--- src/design/spimf_pkg.sv ---
// ----------------------------------------------------------------------------
// spimf_pkg
// Shared constants and a word-length mask function for the SPI master with transmit/receive FIFOs.
// ----------------------------------------------------------------------------
package spimf_pkg;

  // bus functions
  localparam logic [1:0] FUNC_READ  = 2'd0;
  localparam logic [1:0] FUNC_WRITE = 2'd1;
  localparam logic [1:0] FUNC_TICK  = 2'd2;

  // register indexes
  localparam logic [2:0] REG_RX     = 3'd0;
  localparam logic [2:0] REG_TX     = 3'd1;
  localparam logic [2:0] REG_CTRL   = 3'd2;
  localparam logic [2:0] REG_STATUS = 3'd5;

  // control bits
  localparam int CTL_ENABLE_BIT = 0;
  localparam int CTL_MASTER_BIT = 1;
  localparam int CTL_XCH_BIT    = 2;
  localparam int CTL_CPOL_BIT   = 4;
  localparam int CTL_PHA_BIT    = 5;
  localparam int CTL_SPOL_BIT   = 7;

  localparam logic [4:0] LEN_FIELD_MASK = 5'h1f;
  localparam logic [2:0] EXP_FIELD_MASK = 3'h3 | 3'h4;

  // status bits
  localparam int STS_TX_EMPTY_BIT = 0;
  localparam int STS_TX_FULL_BIT  = 2;
  localparam int STS_RX_READY_BIT = 3;

  // word length mask for len in 1..32
  function automatic logic [31:0] len_mask(input logic [5:0] len);
    logic [32:0] m;
    begin
      m = (33'd1 << len) - 33'd1;
      return m[31:0];
    end
  endfunction

endpackage

--- src/design/spimf_fifo.sv ---
// ----------------------------------------------------------------------------
// spimf_fifo
// Word FIFO with registered head read, single push and pop per cycle.
// ----------------------------------------------------------------------------
module spimf_fifo #(
  parameter int DEPTH = 8
) (
  input  logic                     clk,
  input  logic                     rst_n,
  input  logic                     clear,
  input  logic                     push,
  input  logic [31:0]              push_data,
  input  logic                     pop,
  output logic [31:0]              head_data,
  output logic [$clog2(DEPTH+1)-1:0] count
);
  localparam int AW = (DEPTH > 1) ? $clog2(DEPTH) : 1;
  localparam int CW = $clog2(DEPTH + 1);

  logic [31:0]   mem [DEPTH];
  logic [31:0]   head_r;
  logic [AW-1:0] rd_ptr_r, rd_ptr_nxt, wr_ptr_r, wr_ptr_nxt;
  logic [CW-1:0] count_r, count_nxt;

  function automatic logic [AW-1:0] inc(input logic [AW-1:0] p);
    begin
      if (p == AW'(DEPTH - 1)) return '0;
      return p + AW'(1);
    end
  endfunction

  assign head_data = head_r;
  assign count     = count_r;

  // pointer and count update
  always_comb begin
    rd_ptr_nxt = rd_ptr_r;
    wr_ptr_nxt = wr_ptr_r;
    count_nxt  = count_r;
    if (clear) begin
      rd_ptr_nxt = '0;
      wr_ptr_nxt = '0;
      count_nxt  = '0;
    end else begin
      if (push) wr_ptr_nxt = inc(wr_ptr_r);
      if (pop)  rd_ptr_nxt = inc(rd_ptr_r);
      if (push && !pop) count_nxt = count_r + CW'(1);
      else if (pop && !push) count_nxt = count_r - CW'(1);
    end
  end

  always_ff @(posedge clk) begin
    if (!rst_n) begin
      rd_ptr_r <= '0;
      wr_ptr_r <= '0;
      count_r  <= '0;
    end else begin
      rd_ptr_r <= rd_ptr_nxt;
      wr_ptr_r <= wr_ptr_nxt;
      count_r  <= count_nxt;
    end
  end

  // storage
  always_ff @(posedge clk) begin
    if (push && !clear) mem[wr_ptr_r] <= push_data;
  end

  // head word for the next cycle, bypassing a write into that slot
  always_ff @(posedge clk) begin
    if (push && !clear && (wr_ptr_r == rd_ptr_nxt)) head_r <= push_data;
    else head_r <= mem[rd_ptr_nxt];
  end

endmodule

--- src/design/spi_master_with_fifos_core.sv ---
// ----------------------------------------------------------------------------
// spi_master_with_fifos_core
// SPI master behind word registers with transmit and receive FIFOs.
// ----------------------------------------------------------------------------
// results are registered in the output register, or in the skid register while out_stall holds
// throughput: one beat per cycle while in_stall is low; the whole update runs in one register stage
// an output register with a skid stage decouples out_stall from in_stall
// reset: synchronous active low; control, counters and FIFO pointers clear,
// FIFO storage is not cleared
module spi_master_with_fifos_core #(
  parameter int FIFO_DEPTH      = 8,
  parameter int MAX_DIVIDER_EXP = 7
) (
  input  logic        clk,
  input  logic        rst_n,
  input  logic        in_valid,
  output logic        in_stall,
  input  logic [1:0]  in_func,
  input  logic [2:0]  in_reg_index,
  input  logic [31:0] in_write_data,
  input  logic        in_miso_in,
  output logic        out_valid,
  input  logic        out_stall,
  output logic [31:0] out_read_data,
  output logic        out_sclk_out,
  output logic        out_mosi_out,
  output logic [3:0]  out_select_out,
  output logic        out_busy_res
);
  import spimf_pkg::*;

  localparam int CW = $clog2(FIFO_DEPTH + 1);

  typedef struct packed {
    logic [31:0] read_data;
    logic        sclk;
    logic        mosi;
    logic [3:0]  sel;
    logic        busy;
  } res_t;

  // state
  logic [31:0] ctrl_r, ctrl_nxt;
  logic [31:0] shift_r, shift_nxt;
  logic [5:0]  bitcnt_r, bitcnt_nxt;
  logic [9:0]  div_r, div_nxt;
  logic        loaded_r, loaded_nxt;
  logic        mosi_r, mosi_nxt;

  // output stage and skid
  logic out_valid_r, skid_valid_r;
  res_t out_r, skid_r, res_nxt;
  logic accept;

  assign in_stall = skid_valid_r;
  assign accept   = in_valid && !in_stall;

  // fifos
  logic          tx_clear, tx_push, tx_pop, rx_push, rx_pop;
  logic [31:0]   tx_head, rx_head, rx_wdata;
  logic [CW-1:0] tx_count, rx_count;

  spimf_fifo #(.DEPTH(FIFO_DEPTH)) u_tx (
    .clk(clk), .rst_n(rst_n), .clear(tx_clear), .push(tx_push),
    .push_data(in_write_data), .pop(tx_pop), .head_data(tx_head), .count(tx_count)
  );
  spimf_fifo #(.DEPTH(FIFO_DEPTH)) u_rx (
    .clk(clk), .rst_n(rst_n), .clear(tx_clear), .push(rx_push),
    .push_data(rx_wdata), .pop(rx_pop), .head_data(rx_head), .count(rx_count)
  );

  logic       tx_full, rx_full;
  logic [5:0] len;
  logic [4:0] msb;
  logic [31:0] lmask;
  logic [2:0] dexp;
  logic [9:0] period, half;
  logic       ld;
  logic [31:0] shw;
  logic [31:0] rd_nxt;

  assign tx_full = (tx_count == CW'(FIFO_DEPTH));
  assign rx_full = (rx_count == CW'(FIFO_DEPTH));

  // next-state logic for one beat
  always_comb begin
    ctrl_nxt   = ctrl_r;
    shift_nxt  = shift_r;
    bitcnt_nxt = bitcnt_r;
    div_nxt    = div_r;
    loaded_nxt = loaded_r;
    mosi_nxt   = mosi_r;
    tx_clear   = 1'b0;
    tx_push    = 1'b0;
    tx_pop     = 1'b0;
    rx_push    = 1'b0;
    rx_pop     = 1'b0;
    rx_wdata   = '0;
    rd_nxt     = '0;
    msb    = ctrl_r[24:20] & LEN_FIELD_MASK;
    len    = {1'b0, msb} + 6'd1;
    lmask  = len_mask(len);
    dexp   = ctrl_r[18:16] & EXP_FIELD_MASK;
    if (32'(dexp) > 32'(MAX_DIVIDER_EXP)) dexp = 3'(MAX_DIVIDER_EXP);
    period = 10'd4 << dexp;
    half   = period >> 1;
    ld     = loaded_r;
    shw    = shift_r;
    if (accept) begin
      unique case (in_func)
        FUNC_READ: begin
          if (in_reg_index == REG_RX) begin
            if (rx_count != '0) begin
              rd_nxt = rx_head;
              rx_pop = 1'b1;
            end
          end else if (in_reg_index == REG_CTRL) begin
            rd_nxt = ctrl_r;
          end else if (in_reg_index == REG_STATUS) begin
            rd_nxt[STS_TX_EMPTY_BIT] = (tx_count == '0);
            rd_nxt[STS_TX_FULL_BIT]  = tx_full;
            rd_nxt[STS_RX_READY_BIT] = (rx_count != '0);
          end
        end
        FUNC_WRITE: begin
          if (in_reg_index == REG_TX) begin
            tx_push = !tx_full;
          end else if (in_reg_index == REG_CTRL) begin
            ctrl_nxt = in_write_data;
            if (!in_write_data[CTL_ENABLE_BIT] || !in_write_data[CTL_MASTER_BIT]) begin
              tx_clear   = !in_write_data[CTL_ENABLE_BIT];
              loaded_nxt = 1'b0;
              bitcnt_nxt = '0;
              div_nxt    = '0;
              mosi_nxt   = 1'b0;
              ctrl_nxt[CTL_XCH_BIT] = 1'b0;
            end else begin
              ctrl_nxt[CTL_XCH_BIT] = in_write_data[CTL_XCH_BIT] | ctrl_r[CTL_XCH_BIT];
            end
          end
        end
        FUNC_TICK: begin
          if (ctrl_r[CTL_XCH_BIT]) begin
            if (loaded_r) begin
              div_nxt = div_r + 10'd1;
              if (div_nxt == half) shw = ((shift_r << 1) | 32'(in_miso_in)) & lmask;
              shift_nxt = shw;
              if (div_nxt >= period) begin
                div_nxt    = '0;
                bitcnt_nxt = bitcnt_r + 6'd1;
                if (bitcnt_nxt >= len) begin
                  rx_push  = !rx_full;
                  rx_wdata = shw & lmask;
                  ld       = 1'b0;
                  mosi_nxt = 1'b0;
                end else begin
                  mosi_nxt = shw[msb];
                end
              end
            end
            loaded_nxt = ld;
            if (!ld) begin
              if (tx_count != '0) begin
                shift_nxt  = tx_head & lmask;
                tx_pop     = 1'b1;
                bitcnt_nxt = '0;
                div_nxt    = '0;
                loaded_nxt = 1'b1;
                mosi_nxt   = shift_nxt[msb];
              end else begin
                loaded_nxt = 1'b0;
                bitcnt_nxt = '0;
                div_nxt    = '0;
                mosi_nxt   = 1'b0;
                ctrl_nxt[CTL_XCH_BIT] = 1'b0;
              end
            end
          end
        end
        default: ;
      endcase
    end
  end

  // line levels from the updated state
  logic [2:0] oexp;
  logic [9:0] ohalf;
  logic       active;
  logic [3:0] sel;
  always_comb begin
    oexp = ctrl_nxt[18:16] & EXP_FIELD_MASK;
    if (32'(oexp) > 32'(MAX_DIVIDER_EXP)) oexp = 3'(MAX_DIVIDER_EXP);
    ohalf  = 10'd2 << oexp;
    active = loaded_nxt && ((div_nxt >= ohalf) ^ ctrl_nxt[CTL_PHA_BIT]);
    sel    = ctrl_nxt[CTL_SPOL_BIT] ? 4'h0 : 4'hf;
    if (ctrl_nxt[CTL_XCH_BIT]) sel = sel ^ (4'd1 << ctrl_nxt[13:12]);
    res_nxt.read_data = rd_nxt;
    res_nxt.sclk = ~ctrl_nxt[CTL_CPOL_BIT] ^ active;
    res_nxt.mosi = loaded_nxt & mosi_nxt;
    res_nxt.sel  = sel;
    res_nxt.busy = ctrl_nxt[CTL_XCH_BIT];
  end

  // state registers
  always_ff @(posedge clk) begin
    if (!rst_n) begin
      ctrl_r   <= '0;
      shift_r  <= '0;
      bitcnt_r <= '0;
      div_r    <= '0;
      loaded_r <= 1'b0;
      mosi_r   <= 1'b0;
    end else begin
      ctrl_r   <= ctrl_nxt;
      shift_r  <= shift_nxt;
      bitcnt_r <= bitcnt_nxt;
      div_r    <= div_nxt;
      loaded_r <= loaded_nxt;
      mosi_r   <= mosi_nxt;
    end
  end

  // output register with skid stage
  always_ff @(posedge clk) begin
    if (!rst_n) begin
      out_valid_r  <= 1'b0;
      skid_valid_r <= 1'b0;
    end else begin
      if (!out_valid_r || !out_stall) begin
        out_valid_r  <= skid_valid_r || accept;
        skid_valid_r <= 1'b0;
      end else if (accept) begin
        skid_valid_r <= 1'b1;
      end
    end
  end

  always_ff @(posedge clk) begin
    if (!out_valid_r || !out_stall) begin
      out_r <= skid_valid_r ? skid_r : res_nxt;
    end else if (accept) begin
      skid_r <= res_nxt;
    end
  end

  assign out_valid      = out_valid_r;
  assign out_read_data  = out_r.read_data;
  assign out_sclk_out   = out_r.sclk;
  assign out_mosi_out   = out_r.mosi;
  assign out_select_out = out_r.sel;
  assign out_busy_res   = out_r.busy;

  // checks
  a_skid_only_when_stalled: assert property (@(posedge clk) disable iff (!rst_n)
    skid_valid_r |-> out_valid_r) else $error("skid full with output empty");
  a_no_mosi_idle: assert property (@(posedge clk) disable iff (!rst_n)
    !loaded_r |-> !mosi_r) else $error("mosi driven with no word");
  a_loaded_busy: assert property (@(posedge clk) disable iff (!rst_n)
    loaded_r |-> ctrl_r[CTL_XCH_BIT]) else $error("word loaded while not exchanging");
  a_tx_bound: assert property (@(posedge clk) disable iff (!rst_n)
    tx_count <= CW'(FIFO_DEPTH)) else $error("tx count overflow");

endmodule

--- config.mk ---
export PLATFORM = sky130hd
export DESIGN_NAME = spi_master_with_fifos_core
export DESIGN_NICKNAME = d
export VERILOG_FILES = /design/src/design/spimf_pkg.sv /design/src/design/spimf_fifo.sv /design/src/design/spi_master_with_fifos_core.sv
export SDC_FILE = /design/constraint.sdc
export NUM_CORES = 1
export LEC_CHECK = 0
export ABC_AREA = 1
export BUFFER_PORTS_ARGS = -buffer_cell sky130_fd_sc_hd__buf_2
export CAP_MARGIN = 20
export CORE_ASPECT_RATIO = 1.5
export CORE_UTILIZATION = 25
export CTS_CLUSTER_DIAMETER = 150
export DETAILED_ROUTE_END_ITERATION = 7
export SLEW_MARGIN = 20
export SYNTH_ARGS = -nofsm -noshare
export SYNTH_HDL_FRONTEND = slang
export SYNTH_HIERARCHICAL = 1
export SYNTH_SLANG_ARGS = --single-unit
--- constraint.sdc ---
create_clock -name clk -period 12.27 [get_ports clk]
set_input_delay 2.454 -clock clk [delete_from_list [all_inputs] [get_ports clk]]
set_output_delay 2.454 -clock clk [all_outputs]
set_load 0.02 [all_outputs]
==> impl_results.md, run 1 <==
- Seq cells post-synth: 700
- Area grow syn2layout: 13.41%
- DP HPWL: a little under 70,000 um
- Worst slew pin tran: 1.134 ns
- Maximum level of the CTS H-tree: 3
- Tmin final: 6.165 ns
- Total power: about 4800 uW
- Worst min-delay path category: register to register
- Pre-Repair DR Iteration Count: 5
- Die area: around 130,000 sq um
- Library cells used by synthesis: between 50 and 60
- Top cells by area, synth: edfxtp_1, nand2_1, nor2_1, dfxtp_1, o21ai_0
- Finished Cell Area: between 30,000 and 40,000 sq um
- Mean post-synth cell area: around 9.2 sq um
- Crit path max fanout: 53
- Yosys warning count: 6
- Peak VDD IR: approximately 130 uV
- DP Area: around 35,000 sq um
- Core Region: between 100,000 and 150,000 sq um
- Post-synth top area share: a little over half
- Initial antenna violation count: 8
- CTS tree: yes
- Routed WL: around 100,000 um
- Maximum clock path buffer count: 3
- Setup Buffers After CTS: 0
- Share of cells above drive strength 1: 9.258%
- Clk_lat worst skew: about 0.64 ns
- Vias in the first global route: about 24,000
- Largest net degree at the start of global routing: 85
- Die Ht: 448.8 um
- Final critical-path share of the clock period: between 50% and 60%
- Dominant synthesized flop cell: edfxtp_1
- Final setup vio count: 0
- Clock transition at path regs: around 0.070 ns
- Max Cap Viol: 0
- Mapped Nets: 3,694
- RSZ-0062 raised after global routing: no
- Root buf cell: clkbuf_16
- Top-count cell post-synth: nand2_1
- Global-route wire length before repair: 150,900 um
- Register area share after synthesis: approximately three fifths
- Die X: roughly 300 um
- WP data required: between 10 and 15 ns
- Total vias in the final route: approximately 25,000
- Final GP Congestion: between 0.9 and 1
- Placed cell count: ~5,300
- CP Launch Type: primary input
- # DRC: 0
- Initial Utilization: 25.25%
- CP arrival: around 6.5 ns
- Area leader, netlist: edfxtp_1
- Worst Setup End Kind: register
- PD cells: 127.6 nW/um^2
- Number of synthesized flops with an enable pin: a little under 600
- Initial DRC Count: a little under 2,000
- CTS Sinks: 700
- Hold_buf cts: 0
- Fin cells: around 5,400
- Overflow after GRT: 0
- Ys async rst share: 0%
- Post-route ant nets: 0
- GRT Overall Usage: between 10 and 15%
- Fmax: 162.2 MHz
- Most instantiated cells after synthesis: nand2_1, nor2_1, edfxtp_1
- Num ports: 83
- Fin nets: about 3,700
- Setup Crit Path Kind: primary input to register
- Status: finished, final reports clean
- Relative slew slack: roughly 24%
- Skew final: between 0.03 and 0.04 ns
- Clock buffer count from CTS: 67
- PortBufs: 82
- Final Hold Violating Endpoints: 0
- Core Rows: about 160
- Final setup TNS: 0 ns
- Vias per inst: 4.684
- Slew Limit Fails: 0
- Leak Pwr: 0.01421 uW
- Synthesized netlist cell count: about 3,600
- Post-CTS Resized: 0
- Fin Hold WS: between 0.4 and 0.5 ns
- Drt wl/cell: 18.69 um
- Mapped cell area: ~33,000 sq um
layout by cell type, fill, tap and decap left out, drive strengths merged, types with 2 or more instances in the layout:
master | Yosys | final
edfxtp | 590 | 590
inv | 193 | 196
dfxtp | 110 | 110
a22oi | 2 | 2
or2 | 11 | 11
xor2 | 17 | 17
and2 | 11 | 11
nand2 | 892 | 892
a21oi | 118 | 118
o211ai | 11 | 11
xnor2 | 6 | 6
nand4 | 18 | 18
bufinv | 0 | 5
nor3b | 18 | 18
nor4 | 8 | 8
buf | 94 | 141
a32oi | 3 | 3
ha | 48 | 48
nand3 | 180 | 180
nor2 | 729 | 729
a21o | 28 | 28
fa | 2 | 2
clkinvlp | 0 | 2
o21ai | 382 | 382
diode | 0 | 3
clkinv | 1 | 21
o21a | 8 | 8
nand3b | 4 | 4
clkbuf | 76 | 91
o31ai | 2 | 2
nor3 | 28 | 28
a31oi | 4 | 4
a211oi | 3 | 3
worst paths after layout:
| check | start | end | slack, ns | depth (start not counted) |
|---|---|---|---|---|
| max reg2reg | ctrl_r[20] | u_tx/count[3] | 6.21 | 27 |
| max | in_reg_index[2] | skid_r[6] | 6.10 | 18 |
| min reg2reg | ctrl_r[31] | ctrl_r[31] | 0.45 | 2 |
| min | ctrl_r[31] | ctrl_r[31] | 0.45 | 2 |
sequential cells by signal, summed over array words and instances (netlist names), 3 cells and up, named ones only:
| signal | cells |
|---|---|
| bitcnt_r | 6 |
| ctrl_r | 32 |
| div_r | 10 |
| out_read_data | 32 |
| out_select_out | 4 |
| shift_r | 32 |
| skid_r | 39 |
| u_rx/count | 4 |
| u_rx/mem | 256 |
| u_rx/rd_ptr_r | 3 |
| u_rx/wr_ptr_r | 3 |
| u_tx/count | 4 |
| u_tx/mem | 256 |
| u_tx/rd_ptr_r | 3 |
| u_tx/wr_ptr_r | 3 |
where the power goes:
| group | internal, uW | leakage [uW] | switching [uW] |
|---|---|---|---|
| Sequential | 2570 | 0.00621 | 7.72 |
| Clock | 1160 | 0.00105 | 920 |
| Combinational | 37.0 | 0.00695 | 115 |
| Total | 3770 | 0.0142 | 1040 |
kinds of logic (layout without fill, tap and decap cells):
family | Yosys count | after routing | share of synthesized area [%]
AND/OR/NAND/NOR | 1899 | 1899 | 23.39
flip-flops | 700 | 700 | 59.87
AO/OA/AOI/OAI | 566 | 566 | 9.018
buffers and inverters | 364 | 456 | 5.152
adder cells (fa/ha/maj) | 50 | 50 | 1.925
XOR/XNOR | 23 | 23 | 0.6506
other | 0 | 3 | 0
layout make-up:
class | instances | area [sq um]
Timing Repair Buffer | 141 | 885.9
Multi-Input combinational cell | 2538 | 11830
Sequential cell | 700 | 19930
Clock inverter | 30 | 361.6
Clock buffer | 91 | 1818
Antenna cell | 3 | 7.507
Inverter | 194 | 734.5
Fill cell | 13870 | 94020
Tap cell | 1732 | 2167
critical path, stage by stage:
cell      delay, ns
buf_2          0.11
nor3_2         0.64
inv_1          0.22
nor3_2         0.50
clkinv_1       0.13
buf_4          0.31
or2_2          0.34
o21ai_0        0.23
inv_1          0.23
nand3_1        0.13
ha_1           0.25
a21oi_1        0.14
o21ai_0        0.12
a31oi_1        0.24
nand4_1        0.16
nand3_1        0.11
nand2_1        0.07
and2_1         0.13
layer usage:
metal	GRT usage [%]	wire, um	vias up	part of all wire (%)
met2	26.37	51570	822	51
met5	0	22	-	0.022
met4	8.259	5867	4	5.8
li1	-	-	12180	-
met1	16.69	38610	12190	38
met3	2.088	5422	230	5.3
stage by stage:
stage | utilization, % | setup WS (ns)
after floorplan | - | 6.079
after global placement | 26.91 | 5.366
after detailed placement | 26.94 | 5.421
after CTS | 28.59 | 6.064
after global routing | 28.64 | 5.653
final | 28.64 | 6.105
Note: power is estimated with default switching activity, not from simulation.
==> run 2: changes to the inputs <==
==> constraint.sdc (replaced) <==
create_clock -name clk -period 5 [get_ports clk]
set_input_delay 1 -clock clk [delete_from_list [all_inputs] [get_ports clk]]
set_output_delay 1 -clock clk [all_outputs]
set_load 0.02 [all_outputs]
==> impl_results.md, run 2 (same netlist as run 1, synthesis figures left out) <==
- Status: finished, final reports clean
- Final GP Congestion: 0.9855
- Clk pwr share: 42.7%
- Comb power frac: just over 3%
- Share of cells above drive strength 1: between 10% and 20%
- Root buf cell: clkbuf_16
- # DRC: 0
- Clock transition at path regs: ~0.070 ns
- GRT Overall Usage: between 10% and 20%
- Vias per inst: between 4 and 5
- Most common cell on crit path: nand2_1
- Die Ht: 448.8 um
- Max Cap Viol: 0
- Leak Pwr: roughly 0.014 uW
- Peak VDD IR: between 200 and 300 uV
- Flop-to-flop setup slack: 0.36 ns
- CTS Sinks: 700
- Final setup vio count: 0
- RSZ-0062 raised after global routing: no
- Worst slew pin tran: approximately 1.1 ns
- CP max-delay cell: dfxtp_1
- Crit path from: ctrl_r[22]
- Relative slew slack: 24.09%
- Net Sw Frac: a little over a fifth
- CTS tree: yes
- Overflow after GRT: 0
- Pre-Repair DR Iteration Count: 5
- Setup Crit Path Kind: register to register
- Post-route ant nets: 0
- DP HPWL: between 70,000 and 80,000 um
- NetSw: about 2400 uW
- FF-to-FF path depth: 26
- Die X: 299.9 um
- Worst min-delay path category: register to register
- Finished Cell Area: roughly 38,000 sq um
- Initial DRC Count: 1,916
- Maximum clock path buffer count: 3
- Critical Path Max Stage Delay: 0.73 ns
- Setup Buffers After CTS: 0
- Registers with the most flip-flops: u_rx/mem x256, u_tx/mem x256, skid_r x39
- Most common cell after layout, fill and taps aside: nand2_1
- Clk_lat worst skew: 0.65 ns
- Initial Utilization: between 20% and 30%
- Global-route wire length before repair: between 150,000 and 200,000 um
- Largest net degree at the start of global routing: between 50 and 60
- Core Region: roughly 130,000 sq um
- R2r endpoint: out_mosi_out
- Tmin final: about 4.6 ns
- Fin nets: around 3,800
- Maximum level of the CTS H-tree: 3
- Drt wl/cell: about 19 um
- Final critical-path share of the clock period: 92.79%
- Skew final: 0.03231 ns
- Num ports: 83
- Clock buffer count from CTS: 66
- Fin cells: about 5,500
- Routed WL: between 100,000 and 150,000 um
- Internal power: roughly 9200 uW
- WP data required: about 5.5 ns
- Most frequent cells in the layout: nand2_1, nor2_1, edfxtp_1
- Fmax: approximately 220 MHz
- Area grow syn2layout: 14.09%
- Sequential share of power: between 50% and 60%
- Placed cell count: between 5,000 and 6,000
- Total vias in the final route: between 20,000 and 30,000
- PD cells: a little over 300 nW/um^2
- Crit path max fanout: 25
- Core Rows: 163
- CP arrival: slightly above 5 ns
- Slew Limit Fails: 0
- Final setup TNS: 0 ns
- Initial antenna violation count: 11
- Vias in the first global route: roughly 25,000
- Critical path capture point: out_mosi_out
- Ant diodes: 0
- Worst Setup End Kind: register
- DP Area: between 30,000 and 40,000 sq um
- Final Hold Violating Endpoints: 0
- PortBufs: 82
- CP Launch Type: register
- R2R Path Start: ctrl_r[22]
- Die area: about 130,000 sq um
-- run 2: changes by cell type in the layout (fill, tap and decap cells not counted), sizes merged --
cell	change
clkinv	+3
buf	+34
clkbuf	-8
inv	-1
clkinvlp	-1
diode	-3
-- run 2: per-stage QoR --
step	utilization, %	setup WS, ns	total power [uW]	hold WS (ns)
final	28.81	0.3607	11680	0.4483
after global routing	28.81	0.09789	12020	0.4740
after CTS	28.80	0.2797	11780	0.4495
after detailed placement	27.21	0.2933	6818	0.4404
after global placement	27.20	0.3040	6816	0.4334
after floorplan	-	0.2634	6646	0.4239
-- run 2: per-layer routing --
layer	part of all wire [%]	vias up	GRT usage [%]	wire, um
met4	6.0	14	9.455	6188
met1	38	12360	16.76	39480
met2	51	695	26.83	52480
met5	0.079	-	0	81
li1	-	12220	-	-
met3	4.3	234	1.682	4381
-- run 2: worst min path at each step --
stage | from | end | slack, ns | cells past startpoint
2_1_floorplan | ctrl_r[15] | ctrl_r[15] | 0.42 | 2
3_3_place_gp | ctrl_r[1] | ctrl_r[1] | 0.43 | 2
3_5_place_dp | ctrl_r[1] | ctrl_r[1] | 0.44 | 2
4_1_cts | ctrl_r[1] | ctrl_r[1] | 0.45 | 2
5_1_grt | ctrl_r[1] | ctrl_r[1] | 0.47 | 2
6_report | ctrl_r[31] | ctrl_r[31] | 0.45 | 2
-- run 2: layout make-up --
type	count	area (sq um)
Clock buffer	83	1813
Clock inverter	31	290.3
Fill cell	13920	93790
Inverter	194	733.2
Multi-Input combinational cell	2538	11790
Sequential cell	700	19930
Tap cell	1732	2167
Timing Repair Buffer	175	1234
-- run 2: power by group through the flow --
stage,clock (uW),sequential (uW),combinational [uW]
2_1_floorplan,0,6480,168
3_3_place_gp,0,6460,357
3_5_place_dp,0,6460,359
4_1_cts,5080,6330,361
5_1_grt,5290,6330,393
6_report,4980,6330,362
-- run 2: timing repair --
item	CTS	global route
resized for setup	0	2
hold endpoints to repair	0	0
hold buffers	0	0
setup endpoints to repair	0	3
-- run 2: worst max-delay path, delay by kind of cell, from the launching register on --
family                   cells  cell delay [ns]
adder cells (fa/ha/maj)      1             0.22
AO/OA/AOI/OAI                1             0.31
AND/OR/NAND/NOR             23             2.89
buffers and inverters        1             0.33
flip-flops                   1             0.73
==> run 3: changes to the inputs <==
--- a/config.mk
+++ b/config.mk
@@ -9,9 +9,11 @@
 export BUFFER_PORTS_ARGS = -buffer_cell sky130_fd_sc_hd__buf_2
 export CAP_MARGIN = 20
 export CORE_ASPECT_RATIO = 1.5
+export CORE_MARGIN = 4
 export CORE_UTILIZATION = 25
 export CTS_CLUSTER_DIAMETER = 150
 export DETAILED_ROUTE_END_ITERATION = 7
+export REMOVE_ABC_BUFFERS = 1
 export SLEW_MARGIN = 20
 export SYNTH_ARGS = -nofsm -noshare
 export SYNTH_HDL_FRONTEND = slang
==> impl_results.md, run 3 (same netlist as run 1, synthesis figures left out) <==
- Worst min-delay path category: register to register
- Clock transition at path regs: ~0.070 ns
- Global-route wire length before repair: 149,200 um
- Total vias in the final route: 25,160
- Share of cells above drive strength 1: a little under a tenth
- GRT Overall Usage: 13.77%
- Core Rows: 163
- Max Cap Viol: 0
- CTS tree: yes
- Area grow syn2layout: 13.58%
- Status: finished, final reports clean
- Final GP Congestion: ~0.97
- Internal power: a little under 9000 uW
- Vias in the first global route: 24,730
- Sequential share of power: 55.8%
- Die Ht: approximately 450 um
- Clk_lat worst skew: 0.65 ns
- Setup Crit Path Kind: register to register
- Initial DRC Count: 1,874
- Initial antenna violation count: 12
- Final setup vio count: 0
- Pre-Repair DR Iteration Count: 5
- Final setup TNS: 0 ns
- RSZ-0062 raised after global routing: no
- Flop-to-flop setup slack: between 0.5 and 0.6 ns
- Skew final: 0.02499 ns
- Vias per inst: roughly 4.6
- Top Family by Delay on Critical Path: simple AND/OR/NAND/NOR gates
- Die area: approximately 140,000 sq um
- Peak VDD IR: 227.0 uV
- Core Region: 132,000 sq um
- PD cells: 300.3 nW/um^2
- Critical Path Max Stage Delay: around 0.80 ns
- Placed cell count: 5,334
- Slew Limit Fails: 0
- CP arrival: about 5 ns
- Tmin final: between 4 and 5 ns
- Overflow after GRT: 0
- CP Launch Type: register
- PortBufs: between 80 and 90
- Fin Hold WS: about 0.45 ns
- Maximum level of the CTS H-tree: 2
- Relative slew slack: a little under 30%
- Worst Setup End Kind: register
- Most common cell after layout, fill and taps aside: nand2_1
- Critical path buffers and inverters: 1
- Maximum clock path buffer count: 3
- CTS Sinks: 700
- Root buf cell: clkbuf_16
- Post-route ant nets: 0
- CP max-delay cell: dfxtp_1
- Num ports: 83
- PnR worst setup slack: slightly above 0.5 ns
- Final Hold Violating Endpoints: 0
- Most common cell on crit path: nand2_1
- Drt wl/cell: around 18 um
- WP data required: approximately 5.4 ns
- Initial Utilization: approximately a quarter
- NetSw: between 2000 and 2500 uW
- # DRC: 0
- Most frequent cells in the layout: nand2_1, nor2_1, edfxtp_1
- Die X: 305.9 um
- Fin cells: around 5,400
- Fin util: 28.64%
- DP HPWL: between 60,000 and 70,000 um
- Leak Pwr: about 0.014 uW
- Dpl ws: around 0.44 ns
- Registers with the most flip-flops: u_rx/mem x256, u_tx/mem x256, skid_r x39
- Fin nets: approximately 3,800
- Worst slew pin tran: 1.050 ns
- Final critical-path share of the clock period: approximately 90%
- Routed WL: approximately 100,000 um
- Fmax: around 220 MHz
- Largest net degree at the start of global routing: about 130
- Clk pwr share: roughly 40%
- Hold_buf cts: 0
- Net Sw Frac: a little over a fifth
- Crit path max fanout: 15
- Clock buffer count from CTS: 60
- Comb power frac: under 10%
[run 3: metrics by stage]
| stage | cell area (sq um) | power [uW] |
|---|---|---|
| final | 37790 | 11350 |
| after global routing | 37780 | 11710 |
| after CTS | 37770 | 11490 |
| after detailed placement | 35860 | 6814 |
| after global placement | 35860 | 6810 |
| after floorplan | 32290 | 6638 |
[run 3: cell type report]
| type | count | area, sq um |
|---|---|---|
| Fill cell | 13720 | 94160 |
| Tap cell | 1732 | 2167 |
| Inverter | 194 | 735.7 |
| Clock inverter | 31 | 334.1 |
| Clock buffer | 74 | 1575 |
| Sequential cell | 700 | 19930 |
| Antenna cell | 8 | 20.02 |
| Multi-Input combinational cell | 2538 | 11780 |
| Timing Repair Buffer | 170 | 1246 |
[run 3: worst register-to-register path: stages, from the launching register on]
cell and delay (ns):
dfxtp_1 0.80, inv_4 0.10, nand2_1 0.10, nand2_2 0.13
nand2_1 0.13, nor2_1 0.07, nand2_2 0.12, ha_1 0.22
nand2_1 0.07, nor2_1 0.24, nand2_1 0.18, nor2_4 0.21
nand3b_1 0.15, and2_1 0.20, nand2_1 0.07, nor2_1 0.05
o21ai_1 0.20, nand3_1 0.10, nand2_1 0.12, nand2_1 0.11
a21oi_1 0.32, nand2_1 0.22, nand2_2 0.13, nand2_1 0.05
nand3_1 0.07, nand2_1 0.07
[run 3: power groups by stage]
stage	Clock [uW]	Combinational [uW]	Sequential (uW)
final	4660	357	6330
after global routing	4990	390	6330
after CTS	4800	359	6330
after global placement	0	354	6460
after floorplan	0	156	6480
after detailed placement	0	358	6460
[run 3: metal layers]
metal  wire length [um]  global-route usage (%)  share of wire (%)  vias to the layer above
met5                 42                       0              0.042                        -
met3               4462                   1.685                4.5                      235
li1                   -                       -                  -                    12210
met2              52500                   26.23                 53                      701
met4               5418                   7.138                5.5                        6
met1              36730                   14.85                 37                    12010
[run 3: final timing paths]
check	startpoint	end	depth (start not counted)
max	ctrl_r[22]	out_mosi_out	25
min	ctrl_r[1]	ctrl_r[1]	2
max reg2reg	ctrl_r[22]	out_mosi_out	25
min reg2reg	ctrl_r[1]	ctrl_r[1]	2
[run 3: timing repair]
action                                  in CTS  in global routing
setup buffers                                0                  0
resized for setup                            0                  1
endpoints found under the setup margin       0                  2
